### src/rtl/tsvf_pkg.sv
// tsvf_pkg: widths, character codes and register indexes for the visible-text formatter.
// No dependencies; used by the top level.
package tsvf_pkg;

    // Line counter: decimal digits, four bits each
    localparam int C_NUM_DIGITS = 6;
    localparam int C_CNT_W      = 4 * C_NUM_DIGITS;

    // Longest run: number, tab, up to three prefix bytes, the byte itself
    localparam int C_MID_MAX = 3;
    localparam int C_PRE_LEN = C_NUM_DIGITS + 1;
    localparam int C_RUN_MAX = C_PRE_LEN + C_MID_MAX + 1;
    localparam int C_LEN_W   = $clog2(C_RUN_MAX + 1);

    // Configuration port
    localparam int C_CFG_IDX_W  = 3;
    localparam int C_CFG_DATA_W = 2;

    localparam logic [C_CFG_IDX_W-1:0] C_REG_NUMBER_MODE      = 3'd0;
    localparam logic [C_CFG_IDX_W-1:0] C_REG_FOLD_BLANK       = 3'd1;
    localparam logic [C_CFG_IDX_W-1:0] C_REG_SHOW_ENDS        = 3'd2;
    localparam logic [C_CFG_IDX_W-1:0] C_REG_SHOW_TABS        = 3'd3;
    localparam logic [C_CFG_IDX_W-1:0] C_REG_SHOW_NONPRINTING = 3'd4;

    localparam logic [1:0] C_NUM_NONE  = 2'd0;
    localparam logic [1:0] C_NUM_ALL   = 2'd1;

    // Character codes
    localparam logic [7:0] C_CHR_TAB    = 8'h09;
    localparam logic [7:0] C_CHR_NL     = 8'h0A;
    localparam logic [7:0] C_CHR_SPACE  = 8'h20;
    localparam logic [7:0] C_CHR_DOLLAR = 8'h24;
    localparam logic [7:0] C_CHR_DASH   = 8'h2D;
    localparam logic [7:0] C_CHR_ZERO   = 8'h30;
    localparam logic [7:0] C_CHR_QMARK  = 8'h3F;
    localparam logic [7:0] C_CHR_I      = 8'h49;
    localparam logic [7:0] C_CHR_M      = 8'h4D;
    localparam logic [7:0] C_CHR_CARET  = 8'h5E;
    localparam logic [7:0] C_CHR_DEL    = 8'h7F;
    localparam logic [7:0] C_CHR_CTL_HI = 8'h1F;
    localparam logic [7:0] C_CHR_HI_CTL = 8'h9F;
    localparam logic [7:0] C_CHR_MAX    = 8'hFF;
    localparam logic [7:0] C_CARET_OFS  = 8'h40;
    localparam logic [7:0] C_META_OFS   = 8'h80;

    // True when every digit of the counter is a decimal digit
    function automatic logic f_bcd_ok(input logic [C_CNT_W-1:0] cnt);
        logic ok;
        ok = 1'b1;
        for (int i = 0; i < C_NUM_DIGITS; i++) begin
            if (cnt[4*i +: 4] > 4'd9) begin
                ok = 1'b0;
            end
        end
        return ok;
    endfunction

endpackage

### src/rtl/tsvf_in_if.sv
// tsvf_in_if: valid/ready channel that carries one raw text byte.
// Depends on tsvf_pkg only by convention; the payload width is fixed.
interface tsvf_in_if;
    logic       valid;
    logic       ready;
    logic [7:0] in_byte;

    modport source (output valid, output in_byte, input ready);
    modport sink   (input valid, input in_byte, output ready);
endinterface

### src/rtl/tsvf_out_if.sv
// tsvf_out_if: valid/ready channel that carries one formatted byte and its end-of-run flag.
// No dependencies.
interface tsvf_out_if;
    logic       valid;
    logic       ready;
    logic [7:0] out_byte;
    logic       run_last;

    modport source (output valid, output out_byte, output run_last, input ready);
    modport sink   (input valid, input out_byte, input run_last, output ready);
endinterface

### src/rtl/text_stream_visible_formatter.sv
// text_stream_visible_formatter: cat-style visible formatting of a byte stream.
// Depends on tsvf_pkg, tsvf_in_if and tsvf_out_if.
//
//   channel   direction  payload              transaction
//   i_in      in         in_byte[7:0]         valid && ready
//   o_out     out        out_byte, run_last   valid && ready
//   cfg       in         idx[2:0], data[1:0]  i_cfg_we
//
// A byte is expanded in the cycle it is taken and its whole run is loaded into
// an eleven-byte shift buffer; the buffer sends one byte per cycle while the
// output is ready. A run holds the input until its last byte goes out. A
// squeezed newline sends nothing. The next byte is taken in the cycle the
// last byte of the current run goes out. Reset is synchronous; a stalled
// output holds its byte.
module text_stream_visible_formatter
    import tsvf_pkg::*;
(
    input  logic                    i_clk,
    input  logic                    i_rst_n,
    input  logic                    i_cfg_we,
    input  logic [C_CFG_IDX_W-1:0]  i_cfg_idx,
    input  logic [C_CFG_DATA_W-1:0] i_cfg_data,
    tsvf_in_if.sink                 i_in,
    tsvf_out_if.source              o_out
);

    // Configuration registers
    logic [1:0] r_number_mode;
    logic       r_fold_blank;
    logic       r_show_ends;
    logic       r_show_tabs;
    logic       r_show_np;

    // Line state
    logic               r_line_start;
    logic               r_after_blank;
    logic [C_CNT_W-1:0] r_cnt;

    // Run buffer
    logic [7:0]         r_buf [C_RUN_MAX];
    logic [7:0]         n_buf [C_RUN_MAX];
    logic [C_LEN_W-1:0] r_len;
    logic [C_LEN_W-1:0] n_len;

    logic               in_xfer;
    logic               out_xfer;
    logic [7:0]         c_in;
    logic               is_nl;
    logic               drop;
    logic               number_it;
    logic               all_nine;
    logic               carry;
    logic [C_CNT_W-1:0] cnt_inc;
    logic               zero_lead;
    logic [3:0]         dgt;
    logic [7:0]         pre [C_PRE_LEN];
    logic [7:0]         mid [C_MID_MAX];
    logic [1:0]         mid_len;
    logic [7:0]         fin;
    logic [7:0]         plain [C_MID_MAX+1];
    logic [7:0]         run [C_RUN_MAX];
    logic [C_LEN_W-1:0] run_len;

    assign c_in     = i_in.in_byte;
    assign is_nl    = (c_in == C_CHR_NL);
    assign out_xfer = o_out.valid && o_out.ready;
    assign in_xfer  = i_in.valid && i_in.ready;

    // Take a byte when the buffer is empty or its last byte leaves now
    assign i_in.ready = (r_len == '0) || ((r_len == C_LEN_W'(1)) && o_out.ready);

    assign o_out.valid    = (r_len != '0);
    assign o_out.out_byte = r_buf[0];
    assign o_out.run_last = (r_len == C_LEN_W'(1));

    // Drop a repeated empty line
    assign drop = r_fold_blank && is_nl && r_after_blank;

    // Mode three numbers nonblank lines like mode two
    always_comb begin
        priority if (r_number_mode == C_NUM_ALL) begin
            number_it = r_line_start;
        end else if (r_number_mode[1]) begin
            number_it = r_line_start && !is_nl;
        end else begin
            number_it = 1'b0;
        end
    end

    // Saturating decimal increment of the line counter
    always_comb begin
        all_nine = 1'b1;
        carry    = 1'b1;
        cnt_inc  = r_cnt;
        for (int i = 0; i < C_NUM_DIGITS; i++) begin
            if (r_cnt[4*i +: 4] != 4'd9) begin
                all_nine = 1'b0;
            end
        end
        if (!all_nine) begin
            for (int i = 0; i < C_NUM_DIGITS; i++) begin
                if (carry) begin
                    if (r_cnt[4*i +: 4] >= 4'd9) begin
                        cnt_inc[4*i +: 4] = 4'd0;
                    end else begin
                        cnt_inc[4*i +: 4] = r_cnt[4*i +: 4] + 4'd1;
                        carry             = 1'b0;
                    end
                end
            end
        end
    end

    // Number field: leading zeros as spaces, last digit always shown, then a tab
    always_comb begin
        zero_lead = 1'b1;
        dgt       = '0;
        for (int i = 0; i < C_NUM_DIGITS; i++) begin
            dgt       = cnt_inc[4*(C_NUM_DIGITS-1-i) +: 4];
            zero_lead = zero_lead && (dgt == 4'd0);
            if (zero_lead && (i != C_NUM_DIGITS - 1)) begin
                pre[i] = C_CHR_SPACE;
            end else begin
                pre[i] = C_CHR_ZERO + {4'd0, dgt};
            end
        end
        pre[C_NUM_DIGITS] = C_CHR_TAB;
    end

    // Prefix bytes and the final byte
    always_comb begin
        mid[0]  = C_CHR_CARET;
        mid[1]  = C_CHR_CARET;
        mid[2]  = C_CHR_CARET;
        mid_len = 2'd0;
        fin     = c_in;
        priority if (is_nl) begin
            if (r_show_ends) begin
                mid[0]  = C_CHR_DOLLAR;
                mid_len = 2'd1;
            end
        end else if (c_in == C_CHR_TAB) begin
            if (r_show_tabs) begin
                mid_len = 2'd1;
                fin     = C_CHR_I;
            end
        end else if (r_show_np) begin
            priority if (c_in <= C_CHR_CTL_HI) begin
                mid_len = 2'd1;
                fin     = c_in + C_CARET_OFS;
            end else if (c_in == C_CHR_DEL) begin
                mid_len = 2'd1;
                fin     = C_CHR_QMARK;
            end else if (c_in == C_CHR_MAX) begin
                mid[0]  = C_CHR_M;
                mid[1]  = C_CHR_DASH;
                mid_len = 2'd3;
                fin     = C_CHR_QMARK;
            end else if (c_in >= C_META_OFS && c_in <= C_CHR_HI_CTL) begin
                mid[0]  = C_CHR_M;
                mid[1]  = C_CHR_DASH;
                mid_len = 2'd3;
                fin     = c_in - C_CARET_OFS;
            end else if (c_in > C_CHR_HI_CTL) begin
                mid[0]  = C_CHR_M;
                mid[1]  = C_CHR_DASH;
                mid_len = 2'd2;
                fin     = c_in - C_META_OFS;
            end else begin
                fin = c_in;
            end
        end else begin
            fin = c_in;
        end
    end

    // Assemble the run: optional number field, then prefix bytes and final byte
    always_comb begin
        for (int k = 0; k <= C_MID_MAX; k++) begin
            plain[k] = (k < int'(mid_len)) ? mid[k] : fin;
        end
        for (int j = 0; j < C_RUN_MAX; j++) begin
            run[j] = C_CHR_SPACE;
        end
        if (number_it) begin
            for (int j = 0; j < C_PRE_LEN; j++) begin
                run[j] = pre[j];
            end
            for (int k = 0; k <= C_MID_MAX; k++) begin
                run[k + C_PRE_LEN] = plain[k];
            end
            run_len = C_LEN_W'(C_PRE_LEN) + C_LEN_W'(mid_len) + C_LEN_W'(1);
        end else begin
            for (int k = 0; k <= C_MID_MAX; k++) begin
                run[k] = plain[k];
            end
            run_len = C_LEN_W'(mid_len) + C_LEN_W'(1);
        end
    end

    // Load a new run on a transaction, else advance on an output transaction
    always_comb begin
        n_buf = r_buf;
        n_len = r_len;
        if (in_xfer) begin
            n_buf = run;
            n_len = drop ? '0 : run_len;
        end else if (out_xfer) begin
            for (int j = 0; j < C_RUN_MAX - 1; j++) begin
                n_buf[j] = r_buf[j+1];
            end
            n_len = r_len - C_LEN_W'(1);
        end
    end

    always_ff @(posedge i_clk) begin
        r_buf <= n_buf;
    end

    // Control state
    always_ff @(posedge i_clk) begin
        if (!i_rst_n) begin
            r_len         <= '0;
            r_line_start  <= 1'b1;
            r_after_blank <= 1'b0;
            r_cnt         <= '0;
            r_number_mode <= C_NUM_NONE;
            r_fold_blank  <= 1'b0;
            r_show_ends   <= 1'b0;
            r_show_tabs   <= 1'b0;
            r_show_np     <= 1'b0;
        end else begin
            r_len <= n_len;
            if (in_xfer && !drop) begin
                r_line_start  <= is_nl;
                r_after_blank <= is_nl && r_line_start;
                if (number_it) begin
                    r_cnt <= cnt_inc;
                end
            end
            if (i_cfg_we) begin
                unique case (i_cfg_idx)
                    C_REG_NUMBER_MODE:      r_number_mode <= i_cfg_data;
                    C_REG_FOLD_BLANK:       r_fold_blank  <= i_cfg_data[0];
                    C_REG_SHOW_ENDS:        r_show_ends   <= i_cfg_data[0];
                    C_REG_SHOW_TABS:        r_show_tabs   <= i_cfg_data[0];
                    C_REG_SHOW_NONPRINTING: r_show_np     <= i_cfg_data[0];
                    default: ;
                endcase
            end
        end
    end

    // A byte is taken only when no earlier byte of a run is left behind
    a_no_overrun: assert property (@(posedge i_clk) disable iff (!i_rst_n)
        in_xfer |-> (!o_out.valid || (o_out.run_last && o_out.ready)))
        else $error("input taken while a run is still pending");

    // A byte that is not the last of its run is followed by more
    a_run_continues: assert property (@(posedge i_clk) disable iff (!i_rst_n)
        (out_xfer && !o_out.run_last) |=> o_out.valid)
        else $error("run ended without its last byte");

    // Counter holds decimal digits only
    a_bcd_digits: assert property (@(posedge i_clk) disable iff (!i_rst_n)
        f_bcd_ok(r_cnt))
        else $error("line counter holds a digit above nine");

    // Buffer fill never exceeds the longest run
    a_len_bound: assert property (@(posedge i_clk) disable iff (!i_rst_n)
        r_len <= C_LEN_W'(C_RUN_MAX))
        else $error("run buffer overfilled");

endmodule
### src/flat_wrapper.sv
// flat-port wrapper written by rule: the top's interface ports become plain ports
module text_stream_visible_formatter_flat import tsvf_pkg::*;
  (i_clk, i_rst_n, i_cfg_we, i_cfg_idx, i_cfg_data, i_in_valid, i_in_in_byte, i_in_ready, o_out_valid, o_out_out_byte, o_out_run_last, o_out_ready);
  tsvf_in_if i_in_i ();
  tsvf_out_if o_out_i ();
  input  logic i_clk;
  input  logic i_rst_n;
  input  logic i_cfg_we;
  input  logic [C_CFG_IDX_W-1:0] i_cfg_idx;
  input  logic [C_CFG_DATA_W-1:0] i_cfg_data;
  input wire logic [$bits(i_in_i.valid)-1:0] i_in_valid;
  input wire logic [$bits(i_in_i.in_byte)-1:0] i_in_in_byte;
  output wire logic [$bits(i_in_i.ready)-1:0] i_in_ready;
  output wire logic [$bits(o_out_i.valid)-1:0] o_out_valid;
  output wire logic [$bits(o_out_i.out_byte)-1:0] o_out_out_byte;
  output wire logic [$bits(o_out_i.run_last)-1:0] o_out_run_last;
  input wire logic [$bits(o_out_i.ready)-1:0] o_out_ready;
  assign i_in_i.valid = i_in_valid;
  assign i_in_i.in_byte = i_in_in_byte;
  assign i_in_ready = i_in_i.ready;
  assign o_out_valid = o_out_i.valid;
  assign o_out_out_byte = o_out_i.out_byte;
  assign o_out_run_last = o_out_i.run_last;
  assign o_out_i.ready = o_out_ready;
  text_stream_visible_formatter u_core (.i_clk(i_clk), .i_rst_n(i_rst_n), .i_cfg_we(i_cfg_we), .i_cfg_idx(i_cfg_idx), .i_cfg_data(i_cfg_data), .i_in(i_in_i), .o_out(o_out_i));
endmodule
### config.mk
export PLATFORM = sky130hd
export DESIGN_NAME = text_stream_visible_formatter_flat
export DESIGN_NICKNAME = d
export VERILOG_FILES = /design/src/rtl/tsvf_pkg.sv /design/src/rtl/tsvf_in_if.sv /design/src/rtl/tsvf_out_if.sv /design/src/rtl/text_stream_visible_formatter.sv /design/src/flat_wrapper.sv
export SDC_FILE = /design/constraint.sdc
export NUM_CORES = 1
export LEC_CHECK = 0
export BUFFER_PORTS_ARGS = -buffer_cell sky130_fd_sc_hd__clkbuf_2
export CAP_MARGIN = 20
export CELL_PAD_IN_SITES_DETAIL_PLACEMENT = 0
export CELL_PAD_IN_SITES_GLOBAL_PLACEMENT = 1
export CORE_MARGIN = 1.5
export CORE_UTILIZATION = 35
export DETAILED_ROUTE_END_ITERATION = 12
export PLACE_DENSITY_LB_ADDON = 0.1
export SLEW_MARGIN = 20
export SYNTH_ARGS = -nofsm -noshare
export SYNTH_HDL_FRONTEND = slang
export SYNTH_SLANG_ARGS = --single-unit
### constraint.sdc
create_clock -name i_clk -period 4.5 [get_ports i_clk]
set_input_delay 0.675 -clock i_clk [delete_from_list [all_inputs] [get_ports i_clk]]
set_output_delay 0.675 -clock i_clk [all_outputs]
set_load 0.01 [all_outputs]
---- Word level (Yosys, flattened, before mapping) ----
Cells that the tools add are included.
cells by class
  magnitude comparators ................... 13
  equal/unequal tests ..................... 16
  mux-type cells .......................... 79
  add/subtract/negate cells ............... 19
  reductions and logical operators ........ 31
operators by type and width
  cell                                                                   number
  80-bit two-way mux                                                     2
  8-bit two-way mux                                                      19
  16-bit two-way mux                                                     6
  4-bit two-way mux                                                      15
  56-bit two-way mux                                                     1
  6-bit by 4-bit adder with 7-bit output, first input constant           6
  32-bit two-way mux                                                     1
  4-bit by 1-bit adder with 4-bit output, second input constant          7
  4-bit >= comparator, second input constant                             6
  4-bit logical NOT                                                      6
  1-bit two-way mux                                                      24
  24-bit two-way mux                                                     1
  4-bit != test, second input constant                                   6
  8-bit by 4-bit equality test with 1-bit output, second input constant  2
  2-bit two-way mux                                                      8
  1-bit logical AND                                                      13
  13-bit two-way mux                                                     1
  2-bit AND reduction                                                    6
  8-bit by 7-bit adder with 8-bit output, second input constant          1
  8-bit by 7-bit equality test with 1-bit output, second input constant  1
  8-bit equality test, second input constant                             1
  8-bit >= comparator, second input constant                             1
  8-bit > comparator, second input constant                              1
  8-bit by 5-bit <= comparator with 1-bit output, second input constant  1
  19 further kinds                                                       22
storage, ports and cells
  logic and storage cells ................. 178
  output and inout bits ................... 11
  input bits .............................. 18
  flip-flop bits (word level) ............. 124

---- Logic depth before layout (Yosys ltp) ----
Gate-level depths: netlist of run 1.
  depth after elaboration ................. 26
  mapped depth ............................ 15
  mapped depth without buffers ............ 14

---- Worst setup path after synthesis of run 1 ----
Ideal clock, no wire load.
  kind .................................... input to register
  from .................................... input port i_in_in_byte[5]
  to ...................................... register u_core.r_buf, in the netlist u_core.o_out.out_byte[0], data pin
  path slack .............................. 1.171 ns
  arrival time ............................ 3.069 ns
  cell stages on the path ................. 14
  data required time ...................... 4.240 ns
  buffers on the path ..................... 3
  library setup time ...................... 0.260 ns
  cell sequence ........................... buf_2 -> or3_1 -> buf_2 -> o41ai_1 -> a21oi_1 -> a31o_2 -> nand2_1 -> inv_1 -> ha_1 -> clkbuf_1 -> inv_1 -> mux2i_1 -> mux2i_1 -> mux2_2
RTL lines
  element               RTL line                              RTL
  start, declared       flat_wrapper.sv:12                    input wire logic [$bits(i_in_i.in_byte)-1:0] i_in_in_byte;
  end signal, assigned  text_stream_visible_formatter.sv:217  r_buf <= n_buf;
  end, declared         text_stream_visible_formatter.sv:40   logic [7:0] r_buf [C_RUN_MAX];

==> results of run 1 <==
==> per-layer routing <==
metal,global-route usage (%),vias to the layer above,wire length [um]
li1,-,2648,-
met1,27.2,2660,9330
met2,30.3,134,8670
met3,3.93,14,780
met4,4.78,0,167
met5,0,-,0
==> power groups by stage <==
stage                     Sequential, W  Clock, W  Combinational, W
after floorplan                 0.00197         0          0.000908
after global placement          0.00203         0           0.00122
after detailed placement        0.00204         0           0.00123
after CTS                       0.00202   0.00138           0.00124
after global routing            0.00205   0.00142           0.00137
final                           0.00201   0.00135           0.00122
==> final cells by class <==
class / count / area, um^2 / share of cell area (%)
flip-flops and latches: 124 / 3360 / 42.5
multi-input cells: 515 / 3290 / 41.6
clock buffers: 17 / 425 / 5.37
well taps: 265 / 332 / 4.19
repair buffers: 39 / 235 / 2.97
clock inverters: 15 / 149 / 1.88
inverters: 33 / 124 / 1.56
==> synthesized netlist by cell type, drive strengths merged, types with 7 or more instances <==
cell type    n
nand2      109
edfxtp      88
nor2        58
o21ai       45
dfxtp       36
inv         33
a21oi       32
ha          29
clkbuf      26
and2        25
buf         18
a22o        16
nor3        15
o31ai       13
nand3       12
nor2b       12
mux2i       10
nor3b       10
o211a        8
a21boi       7
a31oi        7
==> cell families after synthesis <==
kind of cell | count (synthesis)
XOR/XNOR | 1
AND/OR/NAND/NOR | 282
multiplexers | 14
AO/OA/AOI/OAI | 189
adder cells (fa/ha/maj) | 29
buffers and inverters | 77
flip-flops | 124
==> stage by stage <==
step / util (%) / hold WS (ns)
6_report: 40.7 / 0.506
5_1_grt: 40.7 / 0.526
4_1_cts: 40.7 / 0.503
3_5_place_dp: 37.7 / 0.487
3_3_place_gp: 37.7 / 0.494
2_1_floorplan: - / 0.462
==> flip-flops by register name (all words and copies together) (netlist names) <==
signal                 cells
u_core.r_show_np           1
u_core.r_fold_blank        1
u_core.r_show_ends         1
u_core.r_cnt              24
u_core.o_out.out_byte      8
u_core.r_line_start        1
u_core.r_after_blank       1
u_core.r_show_tabs         1
u_core.r_buf              80
u_core.r_number_mode       2
u_core.r_len               4
==> cells in the final DEF, fill, tap and decap left out, types with 4 or more instances in the layout <==
cell type and n:
sky130_fd_sc_hd__a21boi_0 6, sky130_fd_sc_hd__a21o_1 6, sky130_fd_sc_hd__a21oi_1 32, sky130_fd_sc_hd__a22o_1 16
sky130_fd_sc_hd__a22oi_1 6, sky130_fd_sc_hd__a31o_2 5, sky130_fd_sc_hd__a31oi_1 7, sky130_fd_sc_hd__and2_1 25
sky130_fd_sc_hd__buf_4 10, sky130_fd_sc_hd__clkbuf_16 17, sky130_fd_sc_hd__clkbuf_2 28, sky130_fd_sc_hd__clkinv_2 4
sky130_fd_sc_hd__clkinvlp_4 4, sky130_fd_sc_hd__dfxtp_1 36, sky130_fd_sc_hd__edfxtp_1 88, sky130_fd_sc_hd__ha_1 29
sky130_fd_sc_hd__inv_1 31, sky130_fd_sc_hd__mux2i_1 10, sky130_fd_sc_hd__nand2_1 109, sky130_fd_sc_hd__nand2b_1 4
sky130_fd_sc_hd__nand3_1 11, sky130_fd_sc_hd__nand4_1 6, sky130_fd_sc_hd__nor2_1 58, sky130_fd_sc_hd__nor2b_1 12
sky130_fd_sc_hd__nor3_1 14, sky130_fd_sc_hd__nor3b_1 10, sky130_fd_sc_hd__nor4bb_1 4, sky130_fd_sc_hd__o211a_1 8
sky130_fd_sc_hd__o21a_1 6, sky130_fd_sc_hd__o21ai_0 44, sky130_fd_sc_hd__o31ai_1 13
==> path summary, 6_finish.rpt <==
kind / from / endpoint / slack, ns / depth (start not counted)
min: u_core.r_buf[11]$_DFFE_PP_ / u_core.r_buf[19]$_DFFE_PP_ / 0.51 / 2
min reg2reg: u_core.r_buf[11]$_DFFE_PP_ / u_core.r_buf[19]$_DFFE_PP_ / 0.51 / 2
max: i_in_in_byte[6] / u_core.o_out.out_byte[3]$_DFFE_PP_ / 1.07 / 15
max reg2reg: u_core.r_cnt[0]$_SDFFE_PN0P_ / u_core.r_buf[76]$_DFFE_PP_ / 1.30 / 9
==> critical path, stage by stage <==
cell and delay, ns:
sky130_fd_sc_hd__clkbuf_2 0.11, sky130_fd_sc_hd__inv_1 0.12, sky130_fd_sc_hd__ha_1 0.23, sky130_fd_sc_hd__or4b_1 0.45
sky130_fd_sc_hd__o21ai_1 0.20, sky130_fd_sc_hd__nor3b_1 0.08, sky130_fd_sc_hd__nor3_1 0.22, sky130_fd_sc_hd__buf_4 0.23
sky130_fd_sc_hd__inv_2 0.11, sky130_fd_sc_hd__ha_1 0.33, sky130_fd_sc_hd__a21oi_1 0.43, sky130_fd_sc_hd__a21oi_1 0.11
sky130_fd_sc_hd__nor2_1 0.12, sky130_fd_sc_hd__a21oi_1 0.04, sky130_fd_sc_hd__o21ai_0 0.22
==> flow_summary.yaml, run 1 <==
floorplanning:
  fp.coreArea_um2: 19500
  floorplan.die_area_um2: 20700
  die_h_um: 144
  num_rows: 51
  die-width_um: 144
  initial_core_util_pct: 35.7
  boundaryPins: 29
clocking:
  clkSinkCount: 124
  clock_tree_from_tritoncts: "done"
  clkTransAtPathRegs_ns: 0.06
  cts_root_buf: "sky130_fd_sc_hd__clkbuf_16"
  post_cts.repair.setup_buffers: 0
  post_cts.resized_instances: 0
  cts_hold_buf: 0
  clk_path_buf_depth: 2
  clkLatencyLatePin_ns: 0.42
  cts_buffer_count: 17
  h-tree-depth: 4
synth:
  synth-warning-count: 0
  mappedNetlistNets: 763
  post_synth_main_area_contributors: "sky130_fd_sc_hd__edfxtp_1, sky130_fd_sc_hd__dfxtp_1, sky130_fd_sc_hd__nand2_1"
  mapped_cell_area_um2: 6950
  yosys_register_bits: 124
  synth_compound_gate_area_share_pct: 19.1
  async_flop_share_pct: 0
  yosysSeqAreaShare_pct: 48.4
  post_synth_and_or_nand_nor_area_fraction_pct: 20.3
  combinational_family_with_the_most_area_after_synthesis: "simple AND/OR/NAND/NOR gates"
  fraction_of_the_mapped_netlist_area_in_adder_cells_pct: 5.22
  synthDominantAreaCellType: "sky130_fd_sc_hd__edfxtp_1"
  synthXorXnorAreaFrac_pct: 0.126
  postSynth.topFlopCell: "sky130_fd_sc_hd__edfxtp_1"
  post_synth_mux_area_share_pct: 2.09
  synth_cell_types: 76
  synth_largest_type_area_fraction_pct: 38.0
  postSynthCellCount: 716
  synth.avg_cell_area_um2: 9.70
  synth_enable_flop_cells: 88
place:
  placed_cells: 976
  detailed_place_hpwl_um: 13200
  dpl_cell_area_um2: 7340
  port_buffers: 28
  gpl.final_weighted_congestion: 0.853
  dp_slack_ns: 0.672
timing:
  timing.final.crit_period_ns: 3.43
  slew_at_the_pin_with_the_worst_max_slew_slack_ns: 1.08
  post-route-worst-setup-slack_ns: 1.07
  final.setup_skew_ns: 0.0112
  grt_setup_unrepaired: "false"
  final_hold_viol_count: 0
  finalMaxSlewViolations: 0
  achievable-frequency_ghz: 0.291
  timing.setup.tns_ns: 0
  period_share_pct: 76.2
  slew_headroom_pct: 27.0
  setup_viol_count_final: 0
final_layout:
  design_area_um2: 7920
  area_delta_synth_final_pct: 14.0
  diodes: 0
  post_layout_nonfiller_instances: 1008
  drive_above_1_share_pct: 12.8
  final_net_count: 777
  num-fill-cells: 1941
global_routing:
  grt_antenna_before_repair: 0
  grt_start_max_net_pins: 68
  overflow: 0
  grt_util_all_layers_pct: 19.3
  grt_first_pass_wirelength_um: 29700
  first_global_vias: 5136
setup_path:
  critPathCaptureType: "register"
  criticalPathCategory: "in -> reg"
  timing.critical_path.arrival_ns: 3.68
  critPathMaxFanout: 12
  crit_path_start_kind: "input port"
  worstPathRequired_ns: 4.75
worst_hold_path:
  hold_path_class: "reg -> reg"
route:
  routed_wirelength_normalized_by_instance_count_um: 18.8
  drt_iter0_markers: 372
  post-route-drc-count: 0
  dr_total_vias: 5456
  viasPerCell: 5.41
  drt.antenna.violating_nets: 0
  drt-pass1-iter-count: 4
  detail_route.wirelength_um: 18900
pwr:
  comb_power_share_pct: 26.6
  total_power_w: 0.00458
  sequentialPowerShare_pct: 43.9
  swShare_pct: 32.0
  p_clk_share_pct: 29.5
  switching_power_w: 0.00147
  pwr_density_cell_nw_per_um2: 578
  ir_worst_vdd_mv: 0.659
  leakagePower_nw: 3.02
  power.internal_w: 0.00311
run:
  max-cap-violations: 0
status:
  status: "completed"
Note: power is estimated with default switching activity, not from simulation.
==> run 2: changes to the inputs <==
- ABC_AREA: default -> 1
- clock period: 4.5 -> 3.16 ns (I/O delays scaled with it)
==> run 2 against run 1 <==
  * Cell area down 0.68%
  * Sequential power up 44%
  * Critical path type is now reg -> reg
  * Largest cell class unchanged
  * Largest power group unchanged
  * Critical endpoint is now u_core.r_buf[68]$_DFFE_PP_
  * Sequential share of layout area up 0.29 points
  * Highest routed layer unchanged
==> flow_summary.yaml, run 2 <==
status:
  status: "completed"
final_layout:
  final_net_count: 881
  drive_above_1_share_pct: 12.8
  multi_input_logic_area_um2: 2950
  largest_reg_flops: 80
  design_area_um2: 7870
  final_common_cell: "sky130_fd_sc_hd__nand2_1"
  num-fill-cells: 2058
  storage_cell_area_um2: 3360
  largest_reg_by_ff_count: "u_core.r_buf"
  post_layout_nonfiller_instances: 1111
  layout_common_cells: "sky130_fd_sc_hd__nand2_1, sky130_fd_sc_hd__inv_1, sky130_fd_sc_hd__edfxtp_1"
  diodes: 0
  area_delta_synth_final_pct: 14.2
pwr:
  ir_worst_vdd_mv: 1.03
  leakagePower_nw: 3.41
  pwr_density_cell_nw_per_um2: 849
setup_path:
  critPathMaxFanout: 8
  crit_path_start_kind: "register"
  timing.critical_path.arrival_ns: 2.84
  timing.rr.start: "u_core.r_cnt[0]$_SDFFE_PN0P_"
  worst_r2r_path_depth: 12
  worstPathRequired_ns: 3.31
  reg2reg_to: "u_core.r_buf[68]$_DFFE_PP_"
  critPathCaptureType: "register"
  criticalPathCategory: "reg -> reg"
  worst-r2r-setup-slack_ns: 0.47
global_routing:
  grt_first_pass_wirelength_um: 28800
  first_global_vias: 5216
  grt_util_all_layers_pct: 18.8
  overflow: 0
  grt_start_max_net_pins: 84
  grt_antenna_before_repair: 0
floorplanning:
  fp.coreArea_um2: 19400
  die-width_um: 143
  initial_core_util_pct: 35.5
  boundaryPins: 29
  num_rows: 51
  floorplan.die_area_um2: 20500
  die_h_um: 143
clocking:
  clk_path_buf_depth: 2
  h-tree-depth: 4
  clkSinkCount: 124
  post_cts.resized_instances: 0
  cts_hold_buf: 0
  clock_tree_from_tritoncts: "done"
  clkLatencyLatePin_ns: 0.42
  cts_root_buf: "sky130_fd_sc_hd__clkbuf_16"
  cts_buffer_count: 17
  post_cts.repair.setup_buffers: 0
  clkTransAtPathRegs_ns: 0.06
synth:
  postSynthCellCount: 810
  synth.avg_cell_area_um2: 8.50
  yosys_register_bits: 124
  synth-warning-count: 0
  synthDominantAreaCellType: "sky130_fd_sc_hd__edfxtp_1"
  postSynth.topFlopCell: "sky130_fd_sc_hd__edfxtp_1"
  mappedNetlistNets: 857
  yosysMostFrequentCell: "sky130_fd_sc_hd__nand2_1"
  post_synth_main_area_contributors: "sky130_fd_sc_hd__edfxtp_1, sky130_fd_sc_hd__nand2_1, sky130_fd_sc_hd__dfxtp_1"
  synth_cell_types: 49
  synth_enable_flop_cells: 88
  yosysSeqAreaShare_pct: 48.8
  netlist_top_cells_count: "sky130_fd_sc_hd__nand2_1, sky130_fd_sc_hd__edfxtp_1, sky130_fd_sc_hd__inv_1, sky130_fd_sc_hd__nor2_1, sky130_fd_sc_hd__nand3_1"
  async_flop_share_pct: 0
  mapped_cell_area_um2: 6890
  synth_largest_type_area_fraction_pct: 38.4
timing:
  final_hold_viol_count: 0
  setup_viol_count_final: 0
  period_share_pct: 85.0
  timing.final.crit_period_ns: 2.69
  achievable-frequency_ghz: 0.372
  grt_setup_unrepaired: "false"
  final.setup_skew_ns: 0.00682
  fin_worst_hold_slack_ns: 0.307
  finalMaxSlewViolations: 0
  timing.setup.tns_ns: 0
  slew_headroom_pct: 50.6
  slew_at_the_pin_with_the_worst_max_slew_slack_ns: 0.740
route:
  post-route-drc-count: 0
  detail_route.wirelength_um: 18200
  drt-pass1-iter-count: 5
  routed_wirelength_normalized_by_instance_count_um: 16.4
  drt_iter0_markers: 341
  viasPerCell: 4.96
  drt.antenna.violating_nets: 0
  dr_total_vias: 5511
place:
  placed_cells: 1080
  gpl.final_weighted_congestion: 0.819
  detailed_place_hpwl_um: 13100
  port_buffers: 28
  dpl_cell_area_um2: 7260
worst_hold_path:
  worstHoldEndpoint: "u_core.r_number_mode[1]$_SDFFE_PN0P_"
  hold_path_class: "in -> reg"
  timing.hold.worst_path_depth: 3
  hold_start: "i_cfg_data[1]"
run:
  max-cap-violations: 0
[run 2: changes by cell type in the layout (fill, tap and decap cells not counted), moves of 9 or more]
| cell | previous run | this run |
|---|---|---|
| sky130_fd_sc_hd__nor2b_1 | 12 | 0 |
| sky130_fd_sc_hd__mux2i_1 | 10 | 0 |
| sky130_fd_sc_hd__a21oi_1 | 32 | 48 |
| sky130_fd_sc_hd__nor3b_1 | 10 | 1 |
| sky130_fd_sc_hd__and2_1 | 25 | 0 |
| sky130_fd_sc_hd__nand2_1 | 109 | 199 |
| sky130_fd_sc_hd__o21ai_1 | 1 | 12 |
| sky130_fd_sc_hd__nand3_1 | 11 | 49 |
| sky130_fd_sc_hd__nor2_1 | 58 | 81 |
| sky130_fd_sc_hd__nor3_1 | 14 | 3 |
| sky130_fd_sc_hd__inv_1 | 31 | 88 |
| sky130_fd_sc_hd__o31ai_1 | 13 | 1 |
| sky130_fd_sc_hd__a22o_1 | 16 | 6 |
[run 2: metal layers]
layer | vias up | GRT usage [%] | wire, um
met5 | - | 0 | 0
met4 | 0 | 4.99 | 134
met3 | 12 | 3.79 | 588
met2 | 111 | 29.5 | 8410
met1 | 2623 | 26.4 | 9050
li1 | 2765 | - | -
[run 2: power breakdown]
| group | internal [W] | total, W | switching [W] |
|---|---|---|---|
| combinational | 0.000579 | 0.00176 | 0.00118 |
| clock | 0.00130 | 0.00203 | 0.000726 |
| sequential | 0.00269 | 0.00289 | 0.000205 |
[run 2: critical path, cell delays in order, from the launching register on]
cell                      delay, ns
sky130_fd_sc_hd__dfxtp_1       0.43
sky130_fd_sc_hd__ha_1          0.28
sky130_fd_sc_hd__nor2_1        0.10
sky130_fd_sc_hd__nand2_1       0.08
sky130_fd_sc_hd__nand2_1       0.11
sky130_fd_sc_hd__nor2_4        0.25
sky130_fd_sc_hd__nand2_1       0.15
sky130_fd_sc_hd__nor2_1        0.23
sky130_fd_sc_hd__o21ai_0       0.24
sky130_fd_sc_hd__nor2_1        0.15
sky130_fd_sc_hd__nand2_1       0.10
sky130_fd_sc_hd__nand2_1       0.16
sky130_fd_sc_hd__nand4_1       0.13
[run 2: worst max-delay path by stage]
stage                            startpoint                                 end  slack (ns)  cells past startpoint
2_1_floorplan  u_core.r_len[0]$_SDFFE_PN0P_        u_core.r_len[0]$_SDFFE_PN0P_        0.21                      9
3_3_place_gp                i_in_in_byte[7]  u_core.o_out.out_byte[5]$_DFFE_PP_        0.30                     16
3_5_place_dp                i_in_in_byte[7]          u_core.r_buf[29]$_DFFE_PP_        0.21                     16
4_1_cts        u_core.r_cnt[0]$_SDFFE_PN0P_          u_core.r_buf[68]$_DFFE_PP_        0.47                     12
5_1_grt        u_core.r_cnt[0]$_SDFFE_PN0P_          u_core.r_buf[68]$_DFFE_PP_        0.18                     12
6_report       u_core.r_cnt[0]$_SDFFE_PN0P_          u_core.r_buf[68]$_DFFE_PP_        0.47                     12
[run 2: cell type report]
cell class / instances / share of cell area [%]
well taps: 265 / 4.22
multi-input cells: 553 / 37.5
clock buffers: 17 / 5.41
inverters: 98 / 4.76
flip-flops and latches: 124 / 42.8
clock inverters: 14 / 2.24
repair buffers: 40 / 3.09
[run 2: logic make-up (layout without fill, tap and decap cells)]
kind of cell	after synthesis	after routing	synth area share, %
AND/OR/NAND/NOR	367	367	23.0
AO/OA/AOI/OAI	149	149	13.4
buffers and inverters	133	169	8.45
flip-flops	124	124	48.8
adder cells (fa/ha/maj)	29	29	5.27
XOR/XNOR	8	8	1.02
[run 2: per-stage QoR]
step           util, %  setup WS, ns  total power [W]
3_5_place_dp      37.4         0.213          0.00470
5_1_grt           40.5         0.175          0.00710
3_3_place_gp      37.4         0.298          0.00466
4_1_cts           40.5         0.475          0.00674
6_report          40.5         0.474          0.00668
2_1_floorplan        -         0.211          0.00418
==> run 3: changes to the inputs <==
- clock period: 3.16 -> 2.5 ns (I/O delays scaled with it)
==> run 3 against run 2 <==
  * Clock skew about the same
  * Via count up 3.8%
  * Die area unchanged
  * Flip-flop and latch count unchanged
  * Worst setup slack worse by 0.34 ns
  * Cell count up 5.9%
  * Hold slack worse by 0.10 ns
  * Register-to-register slack worse by 0.34 ns
  * Sequential share of layout area down 2.8 points
  * Critical path type unchanged
==> flow_summary.yaml, run 3 (same netlist as run 2, synthesis figures left out) <==
pwr:
  pwr_density_cell_nw_per_um2: 1010
  leakagePower_nw: 3.72
  ir_worst_vdd_mv: 1.36
timing:
  final_hold_viol_count: 0
  grt_setup_unrepaired: "false"
  achievable-frequency_ghz: 0.422
  timing.setup.tns_ns: 0
  setup_viol_count_final: 0
  finalMaxSlewViolations: 0
  period_share_pct: 94.8
  timing.final.crit_period_ns: 2.37
  slew_headroom_pct: 50.8
  fin_worst_hold_slack_ns: 0.203
  final.setup_skew_ns: 0.00694
  slew_at_the_pin_with_the_worst_max_slew_slack_ns: 0.737
clocking:
  cts_root_buf: "sky130_fd_sc_hd__clkbuf_16"
  cts_buffer_count: 17
  clock_tree_from_tritoncts: "done"
  cts_hold_buf: 0
  clk_path_buf_depth: 2
  clkSinkCount: 124
  h-tree-depth: 4
  clkLatencyLatePin_ns: 0.43
  clkTransAtPathRegs_ns: 0.06
final_layout:
  diodes: 0
  num-fill-cells: 1948
  design_area_um2: 8430
  layout_common_cells: "sky130_fd_sc_hd__nand2_1, sky130_fd_sc_hd__edfxtp_1, sky130_fd_sc_hd__inv_1"
  final_net_count: 946
  drive_above_1_share_pct: 21.0
  largest_reg_by_ff_count: "u_core.r_buf"
  final_util_pct: 43.4
  final_common_cell: "sky130_fd_sc_hd__nand2_1"
  largest_reg_flops: 80
  post_layout_nonfiller_instances: 1176
  area_delta_synth_final_pct: 22.4
global_routing:
  grt_start_max_net_pins: 85
  overflow: 0
  grt_first_pass_wirelength_um: 29500
  grt_util_all_layers_pct: 19.3
  grt_antenna_before_repair: 0
  first_global_vias: 5477
route:
  drt.antenna.violating_nets: 0
  post-route-drc-count: 0
  drt_iter0_markers: 346
  viasPerCell: 4.86
  routed_wirelength_normalized_by_instance_count_um: 15.7
  detail_route.wirelength_um: 18500
  dr_total_vias: 5719
  drt-pass1-iter-count: 5
floorplanning:
  die_h_um: 143
  die-width_um: 143
  boundaryPins: 29
  fp.coreArea_um2: 19400
  num_rows: 51
  floorplan.die_area_um2: 20500
  initial_core_util_pct: 35.5
worst_hold_path:
  hold_path_class: "in -> reg"
setup_path:
  timing.critical_path.arrival_ns: 2.53
  criticalPathCategory: "reg -> reg"
  critPathMaxFanout: 4
  worstPathRequired_ns: 2.66
  crit_path_start_kind: "register"
  critPathCaptureType: "register"
place:
  port_buffers: 28
  dpl_cell_area_um2: 7790
  placed_cells: 1144
  detailed_place_hpwl_um: 13800
  gpl.final_weighted_congestion: 0.859
run:
  max-cap-violations: 0
status:
  status: "completed"
==> run 3: changes by cell type in the layout (fill, tap and decap cells not counted), moves of 4 or more <==
cell | before | now
sky130_fd_sc_hd__inv_1 | 88 | 84
sky130_fd_sc_hd__inv_2 | 8 | 12
sky130_fd_sc_hd__ha_1 | 29 | 25
sky130_fd_sc_hd__nor2_1 | 81 | 77
sky130_fd_sc_hd__buf_4 | 11 | 74
==> run 3: area by class of cell <==
cell class / count / area, um^2 / share of cell area [%]
Clock buffer: 19 / 433 / 5.14
Sequential cell: 124 / 3370 / 39.9
Tap cell: 265 / 332 / 3.93
Multi-Input combinational cell: 553 / 3020 / 35.8
Clock inverter: 12 / 148 / 1.75
Inverter: 98 / 374 / 4.44
Timing Repair Buffer: 105 / 756 / 8.97
==> run 3: repair_timing <==
action,CTS,global route
buffers inserted,0,1
setup endpoints to repair,0,5
gates resized for setup,0,18
hold endpoints to repair,0,0
==> run 3: final timing paths <==
path	startpoint	end	slack, ns	cells after the start
worst max register to register	u_core.r_cnt[13]$_SDFFE_PN0P_	u_core.r_buf[52]$_DFFE_PP_	0.13	13
worst max-delay path	u_core.r_cnt[13]$_SDFFE_PN0P_	u_core.r_buf[52]$_DFFE_PP_	0.13	13
worst min-delay path	i_cfg_data[1]	u_core.r_number_mode[1]$_SDFFE_PN0P_	0.20	3
worst min register to register	u_core.r_show_ends$_SDFFE_PN0P_	u_core.r_show_ends$_SDFFE_PN0P_	0.45	2
==> run 3: metal layers <==
| layer | part of all wire [%] | vias to the layer above | global-route usage (%) |
|---|---|---|---|
| met4 | 1.5 | 0 | 7.04 |
| met1 | 48 | 2699 | 26.2 |
| li1 | - | 2888 | - |
| met3 | 4.1 | 21 | 3.92 |
| met2 | 46 | 111 | 30.4 |
| met5 | 0 | - | 0 |
==> run 3: stage by stage <==
step / power [W] / setup slack [ns]
2_1_floorplan: 0.00533 / -0.288
3_3_place_gp: 0.00602 / -0.0794
3_5_place_dp: 0.00606 / -0.134
4_1_cts: 0.00855 / 0.0219
5_1_grt: 0.00900 / 0.00928
6_report: 0.00848 / 0.130
==> run 3: worst max-delay path, cell delays in order (launching register included) <==
cell	delay (ns)
sky130_fd_sc_hd__dfxtp_1	0.32
sky130_fd_sc_hd__inv_1	0.11
sky130_fd_sc_hd__ha_2	0.24
sky130_fd_sc_hd__nand3_1	0.21
sky130_fd_sc_hd__nor2_1	0.18
sky130_fd_sc_hd__nand3_2	0.14
sky130_fd_sc_hd__nand2_1	0.15
sky130_fd_sc_hd__nand2_1	0.06
sky130_fd_sc_hd__o21ai_0	0.11
sky130_fd_sc_hd__nand2_1	0.10
sky130_fd_sc_hd__nand2_1	0.08
sky130_fd_sc_hd__nand2_1	0.07
sky130_fd_sc_hd__nor2_2	0.18
sky130_fd_sc_hd__nand4_1	0.14
==> run 3: where the power goes <==
group,total (W),internal [W],switching (W)
Clock,0.00246,0.00155,0.000913
Combinational,0.00236,0.000848,0.00151
Sequential,0.00365,0.00340,0.000259
Total,0.00848,0.00580,0.00268
